==> config.mk <==
export PLATFORM = sky130hd
export DESIGN_NAME = rvwap_ctrl
export DESIGN_NICKNAME = d
export VERILOG_FILES = /design/src/rtl/rvwap_pkg.sv /design/src/rtl/rvwap_ctrl.sv
export SDC_FILE = /design/constraint.sdc
export NUM_CORES = 1
export LEC_CHECK = 0
export BUFFER_PORTS_ARGS = -buffer_cell sky130_fd_sc_hd__buf_2
export CORE_AREA = 2 2 39 41
export CTS_BUF_LIST = sky130_fd_sc_hd__clkbuf_16
export CTS_CLUSTER_SIZE = 14
export DETAILED_ROUTE_END_ITERATION = 8
export DIE_AREA = 0 0 41 43
export PLACE_DENSITY = 0.39
export SKIP_LAST_GASP = 1
export SYNTH_ARGS = -nofsm -noshare
export SYNTH_HDL_FRONTEND = slang
export SYNTH_SLANG_ARGS = --single-unit
==> constraint.sdc <==
create_clock -name clk -period 1.43 [get_ports clk]
set_clock_uncertainty 0.2 [all_clocks]
set_input_delay 0.143 -clock clk [delete_from_list [all_inputs] [get_ports clk]]
set_output_delay 0.143 -clock clk [all_outputs]
set_load 0.02 [all_outputs]
==> src/rtl/rvwap_pkg.sv <==
// ----------------------------------------------------------------------------
// rvwap_pkg
// Shared widths, field offsets, register map and control types for the
// rolling VWAP core.
// ----------------------------------------------------------------------------
`default_nettype none

package rvwap_pkg;

	// Window storage and fixed-point format
	localparam int MAX_WINDOW    = 256;
	localparam int FRACTION_BITS = 16;

	// Field widths
	localparam int PRICE_W = 24;
	localparam int VOL_W   = 28;
	localparam int TMS_W   = 48;
	localparam int TIME_W  = 39;
	localparam int VWAP_W  = 40;
	localparam int WIN_W   = 9;

	// Datapath widths
	localparam int SUM3_W = PRICE_W + 2;
	localparam int TERM_W = SUM3_W + VOL_W;
	localparam int WSUM_W = 62;
	localparam int VSUM_W = 36;
	localparam int DEN_W  = VSUM_W + 2;
	localparam int NUM_W  = WSUM_W + FRACTION_BITS;
	localparam int CNT_W  = $clog2(NUM_W);
	localparam int SLOT_W = $clog2(MAX_WINDOW);
	localparam int FILL_W = $clog2(MAX_WINDOW + 1);

	// Millisecond to second conversion
	localparam int MS_PER_S = 1000;

	// Seconds by reciprocal multiplication: the millisecond value is taken in
	// 16-bit slices, low slice first, each multiplied by ceil(2^53 / 1000) and
	// added to the running product shifted right by one slice. The quotient
	// is exact for every 48-bit time.
	localparam int TCHUNK_W   = 16;
	localparam int TIME_STEPS = TMS_W / TCHUNK_W;
	localparam int TIME_SHIFT = 53;
	localparam int TACC_W     = 60;
	localparam int TIME_LSB   = TIME_SHIFT - TCHUNK_W * (TIME_STEPS - 1);
	localparam logic [TACC_W-1:0] TIME_RECIP = 60'd9007199254741;

	// Stream packing
	localparam int HI_LSB      = 0;
	localparam int LO_LSB      = HI_LSB + PRICE_W;
	localparam int CL_LSB      = LO_LSB + PRICE_W;
	localparam int VOL_LSB     = CL_LSB + PRICE_W;
	localparam int TMS_LSB     = VOL_LSB + VOL_W;
	localparam int IN_TDATA_W  = ((TMS_LSB + TMS_W + 7) / 8) * 8;
	localparam int OUT_TDATA_W = ((TIME_W + VWAP_W + 7) / 8) * 8;
	localparam int OUT_PAD_W   = OUT_TDATA_W - TIME_W - VWAP_W;

	// Register map
	localparam int APB_AW    = 3;
	localparam int APB_DW    = 32;
	localparam logic [APB_AW-1:0] ADDR_WINDOW = 3'd0;
	localparam logic [WIN_W-1:0]  WIN_RESET   = 9'd20;

	// Controller states
	typedef enum logic [2:0] {
		S_IDLE,
		S_MUL,
		S_SUB,
		S_ADD,
		S_INIT,
		S_DIV,
		S_OUT
	} state_t;

	// Commands from controller to datapath
	typedef struct packed {
		logic load;
		logic mul;
		logic sub;
		logic add;
		logic init;
		logic step;
		logic out_load;
	} cmd_t;

	// Status from datapath to controller
	typedef struct packed {
		logic emit;
		logic div_last;
		logic out_free;
	} sts_t;

endpackage

`default_nettype wire

==> src/rtl/rvwap_ctrl.sv <==
// ----------------------------------------------------------------------------
// rvwap_ctrl
// Sequencer for one candle: capture, multiply, retire oldest entry, add new
// entry; if the window is full, run the serial divider and load the output.
// ----------------------------------------------------------------------------
`default_nettype none

module rvwap_ctrl (
	input  wire logic            clk,
	input  wire logic            arst_n,
	input  wire logic            in_valid,
	output logic                 in_ready,
	input  wire rvwap_pkg::sts_t sts,
	output rvwap_pkg::cmd_t      cmd
);

	import rvwap_pkg::*;

	state_t state_q;
	state_t state_nxt;

	// State register
	always_ff @(posedge clk or negedge arst_n) begin
		if (!arst_n) begin
			state_q <= S_IDLE;
		end else begin
			state_q <= state_nxt;
		end
	end

	// Next state
	always_comb begin
		state_nxt = state_q;
		case (state_q)
			S_IDLE: begin
				if (in_valid) state_nxt = S_MUL;
			end
			S_MUL:  state_nxt = S_SUB;
			S_SUB:  state_nxt = S_ADD;
			S_ADD: begin
				state_nxt = sts.emit ? S_INIT : S_IDLE;
			end
			S_INIT: state_nxt = S_DIV;
			S_DIV: begin
				if (sts.div_last) state_nxt = S_OUT;
			end
			S_OUT: begin
				if (sts.out_free) state_nxt = S_IDLE;
			end
			default: state_nxt = S_IDLE;
		endcase
	end

	// Outputs
	always_comb begin
		cmd      = '0;
		in_ready = 1'b0;
		case (state_q)
			S_IDLE: begin
				in_ready = 1'b1;
				cmd.load = in_valid;
			end
			S_MUL:  cmd.mul  = 1'b1;
			S_SUB:  cmd.sub  = 1'b1;
			S_ADD:  cmd.add  = 1'b1;
			S_INIT: cmd.init = 1'b1;
			S_DIV:  cmd.step = 1'b1;
			S_OUT:  cmd.out_load = sts.out_free;
			default: begin
				cmd      = '0;
				in_ready = 1'b0;
			end
		endcase
	end

endmodule

`default_nettype wire

## Word-level counts from Yosys, hierarchy flattened

Index checks and enable logic that the tools add are counted.
W data, S select, Z words.

| storage, ports and cells | value |
|---|---|
| flip-flop bits (word level) | 3 |
| bits in latches | 0 |
| memory bits (writable) | 0 |
| memory bits (read-only) | 0 |
| word-level logic and storage cells | 25 |
| memories | 0 |

| cells by class | value |
|---|---|
| add/sub/neg operators | 0 |
| multiply operators | 0 |
| divide/modulo/power cells | 0 |
| $lt $le $gt $ge | 0 |
| equality and inequality tests | 9 |
| shift-type cells | 0 |
| mux-type cells | 13 |
| bitwise operators | 0 |
| reductions and logical operators | 2 |

Operators with widths:

| cell | count |
|---|---|
| $pmux W3 S7 | 1 |
| $mux W3 | 4 |
| $eq A3 B3 Y1 const B | 3 |
| $mux W1 | 8 |
| $eq A3 B2 Y1 const B | 2 |
| $ne A2 B2 Y1 const B | 3 |
| $eq A3 B1 Y1 const B | 1 |
| $logic_not A3 Y1 | 1 |
| $reduce_and A3 Y1 | 1 |

## Logic depth before layout (Yosys ltp)

| depth | value |
|---|---|
| word-level depth | 3 |
| gate-level depth with buffers | 3 |

## Worst setup path before layout

No wires, ideal clock.

| timing | value |
|---|---|
| kind | reg2out |
| from | reg state_q[1] |
| to | out cmd[6] in the netlist's numbering |
| data arrival time | 1125 ps |
| setup slack | -38 ps |
| stages on the path, launching flop included | 4 |
| path buffers | 1 |
| path through | dfrtp_1 -> buf_6 -> nor3_2 -> and2_1 |

RTL lines:

| what | line | source |
|---|---|---|
| start, declared | rvwap_ctrl.sv:19 | `state_t state_q;` |
| start signal, assigned | rvwap_ctrl.sv:27 | `state_q <= state_nxt;` |
| end, declared | rvwap_ctrl.sv:14 | `output rvwap_pkg::cmd_t cmd` |

==> results.sh <==
export IMPL_io_buffer_count=13
export IMPL_yosysTopAreaCellShare=0.339
export IMPL_cts_sinks=3
export IMPL_powerDensity_nw_per_um2=2600
export IMPL_dr_pass1_iters=1
export IMPL_via_per_inst=4.05
export IMPL_die_y_um=43
export IMPL_largest_register="state_q"
export IMPL_dp_hpwl_um=374
export IMPL_h_tree_depth=1
export IMPL_top_regs="state_q: 3 flops"
export IMPL_synth_warnings=0
export IMPL_fillers=138
export IMPL_grt_usage=0.0904
export IMPL_worst_slew_pin_slew_ps=212
export IMPL_grt_overflow=0
export IMPL_clk_latency_ps=220
export IMPL_crit_path_max_fanout=6
export IMPL_nNetsFinal=53
export IMPL_cts_buffers=3
export IMPL_tns_ps=-162
export IMPL_dpl_worst_slack_ps=83.7
export IMPL_ios=14
export IMPL_critPathLaunchType="flip-flop"
export IMPL_fp_dieW_um=41
export IMPL_max_vdd_ir_drop_mv=1.06
export IMPL_final_max_slew_violation_count=0
export IMPL_max_freq_ghz=0.676
export IMPL_rsz0062_at_grt="yes"
export IMPL_drc=0
export IMPL_num_rows=14
export IMPL_netlist_area_sq_um=221
export IMPL_synthTopCellsByArea="dfrtp_1 (34%), a22o_1 (7.9%), and2_1 (5.6%)"
export IMPL_synth_top_area_cell="dfrtp_1"
export IMPL_worstRegToRegCells=4
export IMPL_cellLeakagePower_nw=0.233
export IMPL_antenna_found_initial=0
export IMPL_worstSetupPathType="flip-flop to output pin"
export IMPL_arrival_ps=1140
export IMPL_required_ps=1090
export IMPL_ant_nets=0
export IMPL_period_share=1.04
export IMPL_wl_um=710
export IMPL_grt_max_degree=7
export IMPL_min_path_cells=3
export IMPL_r2r_end="state_q[1]$_DFFE_PN0P_"
export IMPL_largest_reg_flops=3
export IMPL_min_to="state_q[0]$_DFFE_PN0P_"
export IMPL_routedWlPerCell_um=11.5
export IMPL_violations="setup timing"
export IMPL_diodes=0
export IMPL_hold_viol=0
export IMPL_hp_start="sts[1]"
export IMPL_clockRootBuffer="clkbuf_16"
export IMPL_seq_area_frac_synth=0.339
export IMPL_max_cap_violations=0
export IMPL_clockBufferDepth=2
export IMPL_r2r_start="state_q[1]$_DFFE_PN0P_"
export IMPL_ys_ff_latch=3
export IMPL_drt_iter0_drc=0
export IMPL_gp_congestion=0.690
export IMPL_final_layout_size_suffix_gt1_frac=0.717
export IMPL_start_util=0.160
export IMPL_yosysMostFrequentCell="dfrtp_1"
export IMPL_min_path_type="input pin to flip-flop"
export IMPL_grt_pass1_vias=226
export IMPL_r2r_slack_ps=60
export IMPL_period_minus_slack_ps=1480
export IMPL_num_vias=251
export IMPL_cts_tree="built"
export IMPL_syn_to_final_growth_pct=128
export IMPL_synth_ff_type="dfrtp_1"
export IMPL_synth_cell_type_count=16
export IMPL_syn_instance_count=23
export IMPL_grt_pass1_wl_um=993
export IMPL_synth_fp_nets=29
export IMPL_finalWorstSetupSlack_ps=-50.3
export IMPL_async_reset_ff_frac=1.00
export IMPL_synth_edf_count=0
export IMPL_setup_violations=5
export IMPL_syn_area_per_cell_sq_um=9.63
export IMPL_end_kind="output pin"
export IMPL_dieArea_sq_um=1760
export IMPL_path_clk_slew_ps=30
export IMPL_outcome="finished with violations"
export IMPL_max_slew_margin_rel=0.859
export IMPL_core_area_sq_um=1380
layer usage:
layer,global-route usage,part of all wire
met2,0.103,0.40
met1,0.125,0.48
met5,0,0
met3,0.0628,0.12
met4,0.0400,0
cell type report:
| class | count | area [sq um] | share of cell area |
|---|---|---|---|
| sequential | 3 | 78.8 | 0.156 |
| clock buffer | 3 | 75.1 | 0.149 |
| timing repair buffer | 21 | 165 | 0.328 |
| clock inverter | 1 | 3.75 | 0.00744 |
| multi-input combinational | 18 | 161 | 0.320 |
| tap | 16 | 20.0 | 0.0397 |
through the flow:
step	cell area (sq um)	hold WS, ps	power, mW	instances	utilization
after floorplan	228	-353	0.540	23	-
after global placement	294	-255	0.611	50	0.212
final	504	39.0	1.31	62	0.364
after CTS	468	32.3	1.23	62	0.338
after detailed placement	294	-254	0.609	50	0.212
after global routing	504	51.9	1.38	62	0.364
power by group:
group          internal (mW)  leakage [nW]  switching [mW]
combinational          0.359         0.157           0.289
sequential             0.133        0.0337          0.0897
clock                  0.361        0.0423          0.0779
total                  0.853         0.233           0.456
logic make-up (layout without fill, tap and decap cells):
family,after synthesis,after routing,synth area share
flip-flops,3,3,0.339
AO/OA/AOI/OAI,4,4,0.141
buffers and inverters,2,25,0.0848
AND/OR/NAND/NOR,14,14,0.435
worst max-delay path by stage:
stage,cells past startpoint,start,end,slack [ps]
floorplan,3,state_q[1]$_DFFE_PN0P_,cmd[6],50
global placement,2,state_q[2]$_DFFE_PN0P_,state_q[2]$_DFFE_PN0P_,90
detailed placement,2,state_q[2]$_DFFE_PN0P_,state_q[2]$_DFFE_PN0P_,80
CTS,3,state_q[0]$_DFFE_PN0P_,cmd[1],-40
global route,3,state_q[1]$_DFFE_PN0P_,cmd[6],-100
finish,3,state_q[2]$_DFFE_PN0P_,cmd[1],-50
layout by cell type, fill, tap and decap left out:
cell	netlist	final
nor3b_2	1	1
a22o_1	2	2
a221oi_1	1	1
dlygate4sd3_1	0	2
nand2_2	0	1
dfrtp_2	0	3
buf_4	1	5
clkbuf_16	0	3
nor3_1	1	1
and3b_4	1	1
inv_1	0	1
nand2b_4	0	1
o21ai_0	1	1
buf_2	0	8
nor2b_1	2	2
nor3_4	0	1
and2_4	0	1
nand2b_1	2	1
nor3b_1	1	1
and2_1	2	1
buf_6	1	6
nor2_4	0	2
worst max-delay path: stages (launching register included):
cell	delay [ps]
dfrtp_2	450
buf_4	170
and2_1	140
buf_4	150
timing repair:
action / in CTS / in global routing
hold endpoints to repair: 4 / 0
setup endpoints to repair: 8 / 8
setup buffers: 6 / 0
gates resized for setup: 18 / 9
pin swaps: 2 / 1
hold buffers: 2 / 0
Power figures use the tool's default switching activity.
